===== config.mk =====
export PLATFORM = sky130hd
export DESIGN_NAME = reliable_datagram_tracker_flat
export DESIGN_NICKNAME = d
export VERILOG_FILES = /design/src/hw/rtl/rdt_pkg.sv /design/src/hw/rtl/rdt_if.sv /design/src/hw/rtl/rdt_front.sv /design/src/hw/rtl/rdt_back.sv /design/src/hw/rtl/reliable_datagram_tracker.sv /design/src/flat_wrapper.sv
export SDC_FILE = /design/constraint.sdc
export NUM_CORES = 2
export LEC_CHECK = 0
export BUFFER_PORTS_ARGS = -buffer_cell sky130_fd_sc_hd__buf_2
export CAP_MARGIN = 10
export CORE_AREA = 2 2 366 368
export DETAILED_ROUTE_END_ITERATION = 6
export DIE_AREA = 0 0 368 370
export GPL_TIMING_DRIVEN = 1
export PLACE_DENSITY = 0.69
export SYNTH_ARGS = -nofsm -noshare
export SYNTH_HDL_FRONTEND = slang
export SYNTH_SLANG_ARGS = --single-unit

===== constraint.sdc =====
create_clock -name clk -period 12.2 [get_ports clk]
set_input_delay 1.22 -clock clk [delete_from_list [all_inputs] [get_ports clk]]
set_output_delay 1.22 -clock clk [all_outputs]
set_load 0.01 [all_outputs]

===== src/hw/rtl/rdt_pkg.sv =====
// ----------------------------------------------------------------------------
// rdt_pkg
// Shared types and constants of the reliable datagram tracker.
// ----------------------------------------------------------------------------
`default_nettype none

package rdt_pkg;

    localparam int PENDING_DEPTH_DEF = 16;
    localparam int QUEUE_DEPTH       = 2;

    localparam logic [7:0]  RESEND_PERIOD_RST = 8'd50;
    localparam logic [5:0]  MAX_ATTEMPTS_RST  = 6'd40;
    localparam logic [15:0] REPLAY_WINDOW_RST = 16'd300;
    localparam logic [7:0]  SWEEP_TIMER_RST   = 8'd50;

    localparam logic [1:0] CFG_RESEND_PERIOD = 2'd0;
    localparam logic [1:0] CFG_MAX_ATTEMPTS  = 2'd1;
    localparam logic [1:0] CFG_REPLAY_WINDOW = 2'd2;

    localparam logic [1:0] ACT_PACKET = 2'd0;
    localparam logic [1:0] ACT_SEND   = 2'd1;
    localparam logic [1:0] ACT_TICK   = 2'd2;

    localparam logic [2:0] KIND_NONE     = 3'd0;
    localparam logic [2:0] KIND_FOUND    = 3'd1;
    localparam logic [2:0] KIND_ECHO     = 3'd2;
    localparam logic [2:0] KIND_DELIVER  = 3'd3;
    localparam logic [2:0] KIND_RELIABLE = 3'd4;
    localparam logic [2:0] KIND_RESEND   = 3'd5;
    localparam logic [2:0] KIND_NOT_OWN  = 3'd6;
    localparam logic [2:0] KIND_FULL     = 3'd7;

    typedef struct packed {
        logic [1:0]         action;
        logic               is_discover;
        logic               is_possess;
        logic               has_counter;
        logic signed [31:0] counter;
        logic               has_f;
        logic [30:0]        f_value;
        logic               has_e;
        logic [30:0]        e_value;
        logic [31:0]        src_addr;
        logic [15:0]        src_port;
    } in_item_t;

    typedef struct packed {
        logic [2:0]  kind;
        logic [30:0] msg_id;
        logic [30:0] seq_out;
        logic [31:0] dest_addr;
        logic [15:0] dest_port;
        logic        last;
    } out_item_t;

    typedef enum logic [2:0] {
        OP_FOUND  = 3'd0,
        OP_DROP   = 3'd1,
        OP_PACKET = 3'd2,
        OP_SEND   = 3'd3,
        OP_TICK   = 3'd4
    } op_t;

    typedef struct packed {
        op_t      op;
        in_item_t item;
    } work_t;

endpackage

`default_nettype wire


===== src/hw/rtl/rdt_if.sv =====
// ----------------------------------------------------------------------------
// rdt interfaces
// Valid/ready channels: request beats, result beats and register writes.
// ----------------------------------------------------------------------------
`default_nettype none

interface rdt_req_if;
    logic              valid;
    logic              ready;
    rdt_pkg::in_item_t payload;
    modport source (output valid, output payload, input ready);
    modport sink   (input valid, input payload, output ready);
endinterface

interface rdt_rsp_if;
    logic               valid;
    logic               ready;
    rdt_pkg::out_item_t payload;
    modport source (output valid, output payload, input ready);
    modport sink   (input valid, input payload, output ready);
endinterface

interface rdt_cfg_if;
    logic        valid;
    logic        ready;
    logic [1:0]  index;
    logic [15:0] data;
    modport source (output valid, output index, output data, input ready);
    modport sink   (input valid, input index, input data, output ready);
endinterface

`default_nettype wire


===== src/hw/rtl/rdt_front.sv =====
// ----------------------------------------------------------------------------
// rdt_front
// Accepts request beats, classifies them and queues them for the back end.
// ----------------------------------------------------------------------------
`default_nettype none

module rdt_front (
    input  wire logic     clk,
    input  wire logic     rst_n,
    rdt_req_if.sink       req,
    output rdt_pkg::work_t q_head,
    output logic          q_valid,
    input  wire logic     q_pop,
    output logic          q_full
);

    localparam int QD = rdt_pkg::QUEUE_DEPTH;
    localparam int QW = (QD > 1) ? $clog2(QD) : 1;
    localparam int LW = $clog2(QD + 1);

    rdt_pkg::work_t   mem_reg [QD];
    logic [QW-1:0]    rd_ptr_reg, wr_ptr_reg;
    logic [LW-1:0]    level_reg;
    rdt_pkg::op_t     op;
    logic             push;

    always_comb
    begin
        unique case (req.payload.action)
            rdt_pkg::ACT_PACKET:
            begin
                if (req.payload.is_discover)
                    op = rdt_pkg::OP_FOUND;
                else if (req.payload.has_counter)
                    op = rdt_pkg::OP_PACKET;
                else
                    op = rdt_pkg::OP_DROP;
            end
            rdt_pkg::ACT_SEND: op = rdt_pkg::OP_SEND;
            rdt_pkg::ACT_TICK: op = rdt_pkg::OP_TICK;
            default:           op = rdt_pkg::OP_DROP;
        endcase
    end

    assign q_full    = (level_reg == LW'(QD));
    assign req.ready = !q_full;
    assign push      = req.valid && req.ready;
    assign q_valid   = (level_reg != '0);
    assign q_head    = mem_reg[rd_ptr_reg];

    always_ff @(posedge clk)
    begin
        if (push)
        begin
            mem_reg[wr_ptr_reg].op   <= op;
            mem_reg[wr_ptr_reg].item <= req.payload;
        end
    end

    always_ff @(posedge clk or negedge rst_n)
    begin
        if (!rst_n)
        begin
            rd_ptr_reg <= '0;
            wr_ptr_reg <= '0;
            level_reg  <= '0;
        end
        else
        begin
            if (push)
                wr_ptr_reg <= (wr_ptr_reg == QW'(QD - 1)) ? '0 : wr_ptr_reg + 1'b1;
            if (q_pop)
                rd_ptr_reg <= (rd_ptr_reg == QW'(QD - 1)) ? '0 : rd_ptr_reg + 1'b1;
            if (push && !q_pop)
                level_reg <= level_reg + 1'b1;
            else if (!push && q_pop)
                level_reg <= level_reg - 1'b1;
        end
    end

endmodule

`default_nettype wire


===== src/hw/rtl/rdt_back.sv =====
// ----------------------------------------------------------------------------
// rdt_back
// Session state, pending table walks and the result register.
// ----------------------------------------------------------------------------
`default_nettype none

module rdt_back #(
    parameter int PENDING_DEPTH = rdt_pkg::PENDING_DEPTH_DEF
) (
    input  wire logic           clk,
    input  wire logic           rst_n,
    rdt_cfg_if.sink             cfg,
    rdt_rsp_if.source           rsp,
    input  wire rdt_pkg::work_t q_head,
    input  wire logic           q_valid,
    output logic                q_pop
);

    localparam int D     = PENDING_DEPTH;
    localparam int IDX_W = (D > 1) ? $clog2(D) : 1;
    localparam int CNT_W = $clog2(D + 1);

    typedef enum logic [4:0] {
        ST_IDLE   = 5'b00001,
        ST_RUN    = 5'b00010,
        ST_FINAL  = 5'b00100,
        ST_SEARCH = 5'b01000,
        ST_SWEEP  = 5'b10000
    } state_t;

    state_t             state_reg, state_next;
    rdt_pkg::work_t     work_reg, work_next;
    logic [CNT_W-1:0]   k_reg, k_next, count_reg, count_next, k_new;
    logic [31:0]        read_seq_reg, read_seq_next;
    logic [30:0]        write_seq_reg, write_seq_next, ws_base;
    logic [31:0]        last_f_reg, last_f_next, lf_eff;
    logic [30:0]        next_id_reg, next_id_next;
    logic [31:0]        owner_addr_reg, owner_addr_next;
    logic [15:0]        owner_port_reg, owner_port_next;
    logic [7:0]         timer_reg, timer_next;
    logic [7:0]         period_reg;
    logic [5:0]         max_reg;
    logic [15:0]        window_reg;

    logic [30:0]        id_reg [D];
    logic [5:0]         tries_reg [D];
    logic [IDX_W-1:0]   k_idx;
    logic [5:0]         tries_new;

    logic               out_valid_reg;
    rdt_pkg::out_item_t out_data_reg, em;
    logic               emit, slot_free;
    logic               do_rsend, do_remove, pend_wr, pend_inc;
    logic               cnt_reset, stale, rebind;
    logic [32:0]        diff;

    assign k_idx     = k_reg[IDX_W-1:0];
    assign tries_new = tries_reg[k_idx] + 6'd1;
    assign slot_free = !out_valid_reg || rsp.ready;
    assign cnt_reset = (work_reg.item.counter == 32'hFFFF_FFFF);
    assign diff      = {read_seq_reg[31], read_seq_reg}
                     - {work_reg.item.counter[31], work_reg.item.counter};
    assign stale     = !cnt_reset
                     && ($signed(work_reg.item.counter) < $signed(read_seq_reg))
                     && (diff < {17'd0, window_reg});
    assign rebind    = work_reg.item.is_possess
                     && ((owner_addr_reg != work_reg.item.src_addr)
                     ||  (owner_port_reg != work_reg.item.src_port));
    assign lf_eff    = rebind ? 32'd0 : last_f_reg;
    assign ws_base   = cnt_reset ? 31'd0 : write_seq_reg;

    always_comb
    begin
        state_next      = state_reg;
        work_next       = work_reg;
        k_next          = k_reg;
        k_new           = k_reg;
        count_next      = count_reg;
        read_seq_next   = read_seq_reg;
        write_seq_next  = write_seq_reg;
        last_f_next     = last_f_reg;
        next_id_next    = next_id_reg;
        owner_addr_next = owner_addr_reg;
        owner_port_next = owner_port_reg;
        timer_next      = timer_reg;
        emit            = 1'b0;
        em              = '0;
        do_rsend        = 1'b0;
        do_remove       = 1'b0;
        pend_wr         = 1'b0;
        pend_inc        = 1'b0;
        q_pop           = 1'b0;

        unique case (state_reg)
            ST_IDLE:
            begin
                if (q_valid)
                begin
                    q_pop      = 1'b1;
                    work_next  = q_head;
                    state_next = ST_RUN;
                end
            end
            ST_RUN:
            begin
                if (slot_free)
                begin
                    state_next = ST_IDLE;
                    unique case (work_reg.op)
                        rdt_pkg::OP_FOUND:
                        begin
                            emit         = 1'b1;
                            em.kind      = rdt_pkg::KIND_FOUND;
                            em.dest_addr = work_reg.item.src_addr;
                            em.dest_port = work_reg.item.src_port;
                            em.last      = 1'b1;
                        end
                        rdt_pkg::OP_SEND: do_rsend = 1'b1;
                        rdt_pkg::OP_TICK:
                        begin
                            if (timer_reg <= 8'd1)
                            begin
                                timer_next = period_reg;
                                if (count_reg == '0)
                                begin
                                    emit    = 1'b1;
                                    em.last = 1'b1;
                                end
                                else
                                begin
                                    k_next     = '0;
                                    state_next = ST_SWEEP;
                                end
                            end
                            else
                            begin
                                timer_next = timer_reg - 8'd1;
                                emit       = 1'b1;
                                em.last    = 1'b1;
                            end
                        end
                        rdt_pkg::OP_PACKET:
                        begin
                            if (stale)
                            begin
                                emit    = 1'b1;
                                em.last = 1'b1;
                            end
                            else
                            begin
                                read_seq_next  = cnt_reset ? 32'd0 : work_reg.item.counter;
                                write_seq_next = ws_base;
                                if (work_reg.item.has_f)
                                begin
                                    emit           = 1'b1;
                                    em.kind        = rdt_pkg::KIND_ECHO;
                                    em.seq_out     = ws_base;
                                    em.dest_addr   = work_reg.item.src_addr;
                                    em.dest_port   = work_reg.item.src_port;
                                    write_seq_next = ws_base + 31'd1;
                                    if (work_reg.item.is_possess)
                                        count_next = '0;
                                    if (rebind)
                                    begin
                                        owner_addr_next = work_reg.item.src_addr;
                                        owner_port_next = work_reg.item.src_port;
                                        next_id_next    = '0;
                                    end
                                    if ({1'b0, work_reg.item.f_value} <= lf_eff)
                                    begin
                                        em.last     = 1'b1;
                                        last_f_next = lf_eff;
                                    end
                                    else
                                    begin
                                        last_f_next = {1'b0, work_reg.item.f_value};
                                        state_next  = ST_FINAL;
                                    end
                                end
                                else if (work_reg.item.has_e)
                                begin
                                    k_next     = '0;
                                    state_next = ST_SEARCH;
                                end
                                else
                                begin
                                    state_next = ST_FINAL;
                                end
                            end
                        end
                        default:
                        begin
                            emit    = 1'b1;
                            em.last = 1'b1;
                        end
                    endcase
                end
            end
            ST_FINAL:
            begin
                if (slot_free)
                begin
                    state_next = ST_IDLE;
                    if (work_reg.item.is_possess)
                        do_rsend = 1'b1;
                    else
                    begin
                        emit         = 1'b1;
                        em.kind      = rdt_pkg::KIND_DELIVER;
                        em.dest_addr = work_reg.item.src_addr;
                        em.dest_port = work_reg.item.src_port;
                        em.last      = 1'b1;
                    end
                end
            end
            ST_SEARCH:
            begin
                if (slot_free)
                begin
                    if (k_reg == count_reg)
                    begin
                        emit       = 1'b1;
                        em.last    = 1'b1;
                        state_next = ST_IDLE;
                    end
                    else if (id_reg[k_idx] == work_reg.item.e_value)
                    begin
                        do_remove  = 1'b1;
                        count_next = count_reg - 1'b1;
                        emit       = 1'b1;
                        em.last    = 1'b1;
                        state_next = ST_IDLE;
                    end
                    else
                    begin
                        k_next = k_reg + 1'b1;
                    end
                end
            end
            ST_SWEEP:
            begin
                if (slot_free)
                begin
                    emit           = 1'b1;
                    em.kind        = rdt_pkg::KIND_RESEND;
                    em.msg_id      = id_reg[k_idx];
                    em.seq_out     = write_seq_reg;
                    em.dest_addr   = owner_addr_reg;
                    em.dest_port   = owner_port_reg;
                    write_seq_next = write_seq_reg + 31'd1;
                    if (tries_new >= max_reg)
                    begin
                        do_remove  = 1'b1;
                        count_next = count_reg - 1'b1;
                    end
                    else
                    begin
                        pend_inc = 1'b1;
                        k_new    = k_reg + 1'b1;
                    end
                    k_next = k_new;
                    if (k_new >= count_next)
                    begin
                        em.last    = 1'b1;
                        state_next = ST_IDLE;
                    end
                end
            end
            default: state_next = ST_IDLE;
        endcase

        if (do_rsend)
        begin
            emit    = 1'b1;
            em.last = 1'b1;
            if (owner_port_reg == '0)
                em.kind = rdt_pkg::KIND_NOT_OWN;
            else if (count_reg == CNT_W'(D))
                em.kind = rdt_pkg::KIND_FULL;
            else
            begin
                pend_wr        = 1'b1;
                next_id_next   = next_id_reg + 31'd1;
                count_next     = count_reg + 1'b1;
                write_seq_next = write_seq_reg + 31'd1;
                em.kind        = rdt_pkg::KIND_RELIABLE;
                em.msg_id      = next_id_reg + 31'd1;
                em.seq_out     = write_seq_reg;
                em.dest_addr   = owner_addr_reg;
                em.dest_port   = owner_port_reg;
            end
        end
    end

    always_ff @(posedge clk)
    begin
        if (do_remove)
        begin
            for (int i = 0; i < D - 1; i++)
            begin
                if (CNT_W'(i) >= k_reg)
                begin
                    id_reg[i]    <= id_reg[i + 1];
                    tries_reg[i] <= tries_reg[i + 1];
                end
            end
        end
        if (pend_inc)
            tries_reg[k_idx] <= tries_new;
        if (pend_wr)
        begin
            id_reg[count_reg[IDX_W-1:0]]    <= next_id_reg + 31'd1;
            tries_reg[count_reg[IDX_W-1:0]] <= '0;
        end
    end

    always_ff @(posedge clk)
    begin
        work_reg <= work_next;
        k_reg    <= k_next;
        if (emit)
            out_data_reg <= em;
    end

    assign cfg.ready   = 1'b1;
    assign rsp.valid   = out_valid_reg;
    assign rsp.payload = out_data_reg;

    always_ff @(posedge clk or negedge rst_n)
    begin
        if (!rst_n)
        begin
            state_reg      <= ST_IDLE;
            count_reg      <= '0;
            read_seq_reg   <= '0;
            write_seq_reg  <= '0;
            last_f_reg     <= '0;
            next_id_reg    <= '0;
            owner_addr_reg <= '0;
            owner_port_reg <= '0;
            timer_reg      <= rdt_pkg::SWEEP_TIMER_RST;
            period_reg     <= rdt_pkg::RESEND_PERIOD_RST;
            max_reg        <= rdt_pkg::MAX_ATTEMPTS_RST;
            window_reg     <= rdt_pkg::REPLAY_WINDOW_RST;
            out_valid_reg  <= 1'b0;
        end
        else
        begin
            state_reg      <= state_next;
            count_reg      <= count_next;
            read_seq_reg   <= read_seq_next;
            write_seq_reg  <= write_seq_next;
            last_f_reg     <= last_f_next;
            next_id_reg    <= next_id_next;
            owner_addr_reg <= owner_addr_next;
            owner_port_reg <= owner_port_next;
            timer_reg      <= timer_next;
            if (emit)
                out_valid_reg <= 1'b1;
            else if (rsp.ready)
                out_valid_reg <= 1'b0;
            if (cfg.valid)
            begin
                unique case (cfg.index)
                    rdt_pkg::CFG_RESEND_PERIOD: period_reg <= cfg.data[7:0];
                    rdt_pkg::CFG_MAX_ATTEMPTS:  max_reg    <= cfg.data[5:0];
                    rdt_pkg::CFG_REPLAY_WINDOW: window_reg <= cfg.data;
                    default: ;
                endcase
            end
        end
    end

endmodule

`default_nettype wire


===== src/hw/rtl/reliable_datagram_tracker.sv =====
// ----------------------------------------------------------------------------
// reliable_datagram_tracker
// One-peer reliable datagram session tracker: replay check, echo, ownership,
// pending table with ack retirement and periodic resends.
//
//   channel | dir | beat
//   req     | in  | packet header, send request or tick
//   rsp     | out | one result; last marks the final one of a request
//   cfg     | in  | register write (index, data), always ready
//
// In the back end a request is popped in IDLE and handled in RUN; a packet
// that is delivered or turns into a reliable send then passes FINAL, an ack
// search walks the entries in SEARCH and a resend sweep walks them in SWEEP.
// A two-beat queue sits in front, a result register behind; a stalled rsp
// holds the back end while the front keeps filling its queue.
// Reset clears the pending table at once (fill count); no clearing pass.
// ----------------------------------------------------------------------------
`default_nettype none

module reliable_datagram_tracker #(
    parameter int PENDING_DEPTH = rdt_pkg::PENDING_DEPTH_DEF
) (
    input  wire logic clk,
    input  wire logic rst_n,
    rdt_req_if.sink   req,
    rdt_rsp_if.source rsp,
    rdt_cfg_if.sink   cfg
);

    rdt_pkg::work_t q_head;
    logic           q_valid;
    logic           q_pop;
    logic           q_full;

    rdt_front u_front (
        .clk     (clk),
        .rst_n   (rst_n),
        .req     (req),
        .q_head  (q_head),
        .q_valid (q_valid),
        .q_pop   (q_pop),
        .q_full  (q_full)
    );

    rdt_back #(
        .PENDING_DEPTH (PENDING_DEPTH)
    ) u_back (
        .clk     (clk),
        .rst_n   (rst_n),
        .cfg     (cfg),
        .rsp     (rsp),
        .q_head  (q_head),
        .q_valid (q_valid),
        .q_pop   (q_pop)
    );

    a_queue_hold: assert property (@(posedge clk) disable iff (!rst_n)
        q_valid && !q_pop |=> q_valid)
        else $error("queued beat lost");

    a_queue_stable: assert property (@(posedge clk) disable iff (!rst_n)
        q_valid && !q_pop |=> $stable(q_head))
        else $error("queued beat changed before pop");

    a_pop_valid: assert property (@(posedge clk) disable iff (!rst_n)
        q_pop |-> q_valid)
        else $error("pop from empty queue");

    a_full_stall: assert property (@(posedge clk) disable iff (!rst_n)
        q_full && !q_pop |=> !req.ready)
        else $error("queue full but request taken");

endmodule

`default_nettype wire

===== src/flat_wrapper.sv =====
// flat-port wrapper written by rule: the top's interface ports become plain ports
module reliable_datagram_tracker_flat 
#(
    parameter int PENDING_DEPTH = rdt_pkg::PENDING_DEPTH_DEF
)
  (clk, rst_n, req_valid, req_payload, req_ready, rsp_valid, rsp_payload, rsp_ready, cfg_valid, cfg_index, cfg_data, cfg_ready);
  rdt_req_if req_i ();
  rdt_rsp_if rsp_i ();
  rdt_cfg_if cfg_i ();
  input  wire logic clk;
  input  wire logic rst_n;
  input wire logic [$bits(req_i.valid)-1:0] req_valid;
  input wire logic [$bits(req_i.payload)-1:0] req_payload;
  output wire logic [$bits(req_i.ready)-1:0] req_ready;
  output wire logic [$bits(rsp_i.valid)-1:0] rsp_valid;
  output wire logic [$bits(rsp_i.payload)-1:0] rsp_payload;
  input wire logic [$bits(rsp_i.ready)-1:0] rsp_ready;
  input wire logic [$bits(cfg_i.valid)-1:0] cfg_valid;
  input wire logic [$bits(cfg_i.index)-1:0] cfg_index;
  input wire logic [$bits(cfg_i.data)-1:0] cfg_data;
  output wire logic [$bits(cfg_i.ready)-1:0] cfg_ready;
  assign req_i.valid = req_valid;
  assign req_i.payload = req_payload;
  assign req_ready = req_i.ready;
  assign rsp_valid = rsp_i.valid;
  assign rsp_payload = rsp_i.payload;
  assign rsp_i.ready = rsp_ready;
  assign cfg_i.valid = cfg_valid;
  assign cfg_i.index = cfg_index;
  assign cfg_i.data = cfg_data;
  assign cfg_ready = cfg_i.ready;
  reliable_datagram_tracker #(.PENDING_DEPTH(PENDING_DEPTH)) u_core (.clk(clk), .rst_n(rst_n), .req(req_i), .rsp(rsp_i), .cfg(cfg_i));
endmodule

======== Yosys cells after proc, flatten, opt, wreduce, memory -nomap -nowiden ========
Memory sizes are Yosys's and may differ from the RTL's. A register that Yosys moved wholly into a read port is not among the register bits.
Cells that the tools add are included.
storage, ports and cells
  bits of input ports ..................... 172
  bits in writable memories ............... 896
  flip-flop bits (word level) ............. 346
  output and inout port bits .............. 117
  word-level logic and storage cells ...... 335
  memories ................................ 3
memory list
  memory                   words  bits a word  rd ports  clocked after memory_dff  wr ports  RTL line         source
  u_core.u_back.id_reg     16     31           16        1                         15        rdt_back.sv:45   logic [30:0] id_reg [D];
  u_core.u_front.mem_reg   2      152          1         1                         1         rdt_front.sv:21  rdt_pkg::work_t mem_reg [QD];
  u_core.u_back.tries_reg  16     6            16        1                         15        rdt_back.sv:46   logic [5:0] tries_reg [D];
operators by class
  order comparisons ....................... 21
  bitwise gates (word level) .............. 1
  reduce and logical (&&, ||, !) cells .... 35
  $add $sub $neg .......................... 13
  eq/ne operators ......................... 34
  multiplexer cells ....................... 205
operator list
  kind                                                                                 count
  31-bit two-way mux                                                                   21
  80-bit two-way mux                                                                   6
  114-bit two-way mux                                                                  2
  110-bit two-way mux                                                                  2
  5-bit two-way mux                                                                    40
  48-bit case mux with 3 select lines                                                  1
  31-bit case mux with 2 select lines                                                  2
  49-bit two-way mux                                                                   2
  32-bit two-way mux                                                                   3
  48-bit case mux with 2 select lines                                                  1
  31-bit by 1-bit adder with 31-bit output (second input constant)                     3
  1-bit two-way mux                                                                    89
  79-bit two-way mux                                                                   1
  4-bit by 5-bit greater-or-equal comparator with 1-bit output (first input constant)  7
  33-bit by 16-bit less-than comparator with 1-bit output                              1
  32-bit by 32-bit subtractor with 33-bit output                                       1
  32-bit == test (second input constant)                                               1
  31-bit by 32-bit <= comparator with 1-bit output                                     1
  32-bit less-than comparator                                                          1
  32-bit != test                                                                       1
  31-bit == test                                                                       1
  31-bit OR reduction                                                                  1
  5-bit case mux with 3 select lines                                                   2
  5-bit case mux with 5 select lines                                                   1
  57 further kinds                                                                     118

======== Depth between registers and ports, before layout ========
  depth after elaboration ................. 18
  gate-level depth with buffers ........... 25
  gate-level depth less buffers ........... 21

======== Hierarchy ========
A second synthesis with hierarchy kept.
second synthesis, totals
  cell total of the unflattened synthesis .. 4997
  area, all modules ....................... 65770.6 um^2
by module, submodules not included
  module     seq. area each (um^2)  area an instance (um^2)  cells an instance  times used
  rdt_back   31471.4                54298.3                  4499               1
  rdt_front  9228.9                 11472.3                  498                1

======== Least setup slack after synthesis ========
OpenSTA, ideal clock, no wires.
  path kind ............................... reg-to-reg
  start ................................... register u_core.u_back.work_reg[116] (netlist name)
  end ..................................... register u_core.u_back.out_data_reg (netlist bit u_core.u_back.rsp.payload[0]), enable pin
  path buffers ............................ 2
  setup time .............................. 0.588 ns
  arrival time ............................ 9.043 ns
  clock period less this slack ............ 9.631 ns
  stages on the path, launching flop included .. 23
  path slack .............................. 2.569 ns
  required time ........................... 11.612 ns
  cells stage by stage .................... edfxtp_1 > inv_1 > ha_1 > a21o_1 > a21o_1 > or2_2 > a21o_1 > a21oi_1 > xnor2_1 > ha_1 > a41o_1 > a21oi_1 > nor3_1 > nor4_1 > nand4_1 > nor4_1 > nand4_1 > or4_1 > clkbuf_1 > clkbuf_1 > a21oi_1 > nor3_1 > nor2_1
between the ends
  longest elaborated chain between the ends .. 9
  elaborated cells on any way between the ends .. 12
  those cells by class .................... 1 x add/sub; 2 x order compare; 1 x eq/ne; 5 x mux; 3 x reduce/logical
RTL lines
  element                                                                                 RTL line         source
  start, declared                                                                         rdt_back.sv:32   rdt_pkg::work_t work_reg, work_next;
  start signal, assigned                                                                  rdt_back.sv:319  work_reg <= work_next;
  branches (longest 3 deep; another with 32-bit by 32-bit subtractor with 33-bit output)  n/a
  1-bit logical AND (*)                                                                   rdt_back.sv:65   && (diff < {17'd0, window_reg});
  1-bit two-way mux (*)                                                                   rdt_back.sv:144  if (stale)
  1-bit case mux with 3 select lines (*)                                                  rdt_back.sv:109  unique case (work_reg.op)
  1-bit two-way mux (*)                                                                   rdt_back.sv:106  if (slot_free)
  1-bit case mux with 4 select lines (*)                                                  rdt_back.sv:94   unique case (state_reg)
  1-bit two-way mux (*)                                                                   rdt_back.sv:272  if (do_rsend)
  via u_core.u_back.emit                                                                  rdt_back.sv:52   logic emit, slot_free;
  end signal, assigned                                                                    rdt_back.sv:322  out_data_reg <= em;
  end, declared                                                                           rdt_back.sv:51   rdt_pkg::out_item_t out_data_reg, em;
Mark *: on every way through the listed nets, which the timed path passes.
A chain may end at the register's enable or synchronous reset.

==> flow_metrics.py <==
metrics = {
    "status": {
        "status": "finished, final reports clean",
    },
    "timing": {
        "drv_slew": 0,
        "tightest_slew_ns": 1.23,
        "tns_ns": 0,
        "timing.final.crit_share_pct": 58.7,
        "finClkSkew_ns": 0.0531,
        "hold_viol": 0,
        "setup_viol_count_final": 0,
        "rsz0062_at_grt": "no",
        "fmax_mhz": 140,
        "slew_headroom_pct": 17.5,
        "min_period_ns": 7.16,
    },
    "setup_path": {
        "reg2reg_slack_ns": 5.04,
        "critPathLaunchType": "flop",
        "crit_path_end_kind": "flop",
        "required_ns": 12.67,
        "cp_max_fo": 46,
        "worstPathArrival_ns": 7.63,
        "setup.worst_path.class": "flop to flop",
    },
    "cts": {
        "cts_htree_levels": 4,
        "clkSlewWorstSetupHoldPaths_ns": 0.07,
        "cts_sinks": 1386,
        "post_cts_buffers": 0,
        "cts_tree": "yes",
        "ctsLongestPathBuffers": 3,
        "numCtsBuffers": 145,
        "root_buffer": "clkbuf_16",
        "cts.repair.resized": 0,
        "cts_hold_buffers": 0,
        "insertion_delay_ns": 0.82,
    },
    "logic_synthesis": {
        "yosysWarnings": 0,
        "synth-edff-count": 1155,
        "syn_avg_cell_area_sq_um": 12.8,
        "syn_area_sq_um": 65600,
        "ys_ff_latch": 1386,
        "yosysSeqAreaShare_pct": 61.7,
        "synthCells": 5110,
        "synth_cell_type_count": 89,
        "syn-num-nets": 5387,
        "synthFlopType": "edfxtp_1",
        "async_flop_share_pct": 16.4,
    },
    "drt": {
        "via_count": 45200,
        "antenna_left": 0,
        "drtIter0Drc": 6140,
        "avgViaCountPerCell": 6.27,
        "dr.pass1.iters": 6,
        "drt-wirelength-per-cell_microns": 26.2,
        "drc": 0,
        "wl_mm": 189,
    },
    "layout": {
        "layout_commonest_cell": "edfxtp_1",
        "postLayoutCellArea_sq_um": 73900,
        "fin_nets": 5596,
        "drive_gt1_share_pct": 21.7,
        "multiInputGateArea_sq_um": 23700,
        "utilization_pct": 55.8,
        "regArea_sq_um": 40500,
        "syn_to_final_growth_pct": 12.7,
        "final_cell_mix": "1155 x edfxtp_1, 563 x nand2_1, 388 x o21ai_0",
        "fill_cells": 10800,
        "largest_reg_flops": 496,
    },
    "power": {
        "ir_drop_v": 0.000203,
        "p_sw_share_pct": 34.9,
        "switching_power_w": 0.00571,
        "power_density_nw_per_um2": 221,
        "seq_power_share_pct": 42.0,
        "pwr-share-comb_pct": 30.5,
        "p_int_w": 0.0107,
        "p_leak_nw": 27.4,
        "power.total_w": 0.0164,
        "clock_power_share_pct": 27.5,
    },
    "grt": {
        "grt_max_degree": 152,
        "gr-total-overflow": 0,
        "antenna_found_initial": 21,
        "grt_pass1_wl_mm": 281,
        "grt_pass1_vias": 43800,
        "grt_usage_pct": 27.5,
    },
    "floorplan": {
        "start_util_pct": 49.5,
        "rows": 134,
        "pin_count": 289,
        "dieArea_sq_um": 136000,
        "fp.dieW_microns": 368,
        "dieHeight_microns": 370,
        "fp.coreArea_sq_um": 132000,
    },
    "place": {
        "gp_congestion": 0.916,
        "place_area_sq_um": 69000,
        "hpwlAfterDp_mm": 118,
        "portBuffers": 287,
    },
    "worst_hold_path": {
        "min_path_type": "input pin to asynchronous set/reset pin",
    },
    "run": {
        "cap_violations": 0,
    },
}
-- cell usage after synthesis (all sizes together), types with 22 or more instances --
master	count	area share [%]
xor2	108	1.4
mux2i	77	1.2
nand4	62	0.59
nor2b	22	0.21
nand3	85	0.66
nand2	569	3.3
mux2	352	6.0
buf	88	0.69
a21oi	311	2.4
o31ai	50	0.57
and3	35	0.34
nor2	319	1.8
dfrtp	214	8.2
nand2b	26	0.25
and2	54	0.52
inv	124	0.71
o22ai	51	0.50
edfxtp	1155	53
o21ai	403	3.1
xnor2	71	0.95
clkbuf	235	1.3
mux4	129	4.4
a21o	36	0.41
nor3	42	0.33
a22o	106	1.4
ha	104	2.0
nor4	33	0.36
-- through the flow --
step,setup WS [ns],hold slack (ns),std cells
final,5.04,0.386,7210
after detailed placement,5.27,0.452,6933
after global routing,4.86,0.445,7210
after global placement,5.33,0.451,6933
after CTS,5.24,0.408,7202
after floorplan,2.57,0.434,5110
-- per-layer routing --
layer	part of all wire [%]	vias to the layer above	track usage, %
li1	-	19700	-
met1	40	22400	38.3
met2	45	2655	41.6
met3	11	480	6.92
met4	4.0	30	11.0
met5	0.11	-	0
-- logic make-up (layout without fill, tap and decap cells) --
group,count (synthesis),in the layout,synth area share (%)
buffers and inverters,447,778,2.75
adders and majority gates,105,105,2.01
AOI/OAI and AO/OA,1141,1141,10.7
xor gates and xnor gates,179,179,2.39
other,1,2,0.00572
and+or+nand+nor,1293,1293,8.85
DFF,1386,1386,61.7
muxes,558,558,11.6
-- power groups by stage --
stage	Sequential, W	Combinational, W	Clock (W)
floorplan	0.00671	0.00359	0
global placement	0.00691	0.00484	0
detailed placement	0.00693	0.00490	0
CTS	0.00685	0.00493	0.00457
global route	0.00695	0.00542	0.00475
finish	0.00687	0.00499	0.00451
-- area by class of cell --
cell class	instances	share of cell area, %
antenna	1	0.00339
clock buffer	186	5.27
clock inverter	83	1.28
inverter	124	0.630
multi-input combinational	3277	32.0
sequential	1386	54.8
tap	1768	2.99
timing repair buffer	385	3.03
-- worst max-delay path, cell delays in order (launching register included) --
cell       delay (ns)
dfxtp_4          0.90
buf_4            0.63
mux4_2           0.59
nor2_1           0.20
nor3_1           0.09
a2111oi_0        0.49
a41oi_1          0.41
a211oi_1         0.58
and3_2           0.41
nand3_2          0.11
a211o_1          0.32
buf_4            0.26
or2_1            0.47
o21ai_4          0.85
buf_4            0.46
-- path summary, 6_finish.rpt --
check | start | endpoint | cells after the start
min reg2reg | u_core.u_back.timer_reg[7] | u_core.u_back.timer_reg[7] | 1
max | flop | u_core.u_back.id_reg[6][13] | 14
max reg2reg | flop | u_core.u_back.id_reg[6][13] | 14
min | rst_n | u_core.u_back.last_f_reg[21] | 1
min in group clk | u_core.u_back.timer_reg[7] | u_core.u_back.timer_reg[7] | 1
max in group asynchronous | rst_n | u_core.u_back.next_id_reg[14] | 2
Power figures use the tool's default switching activity.
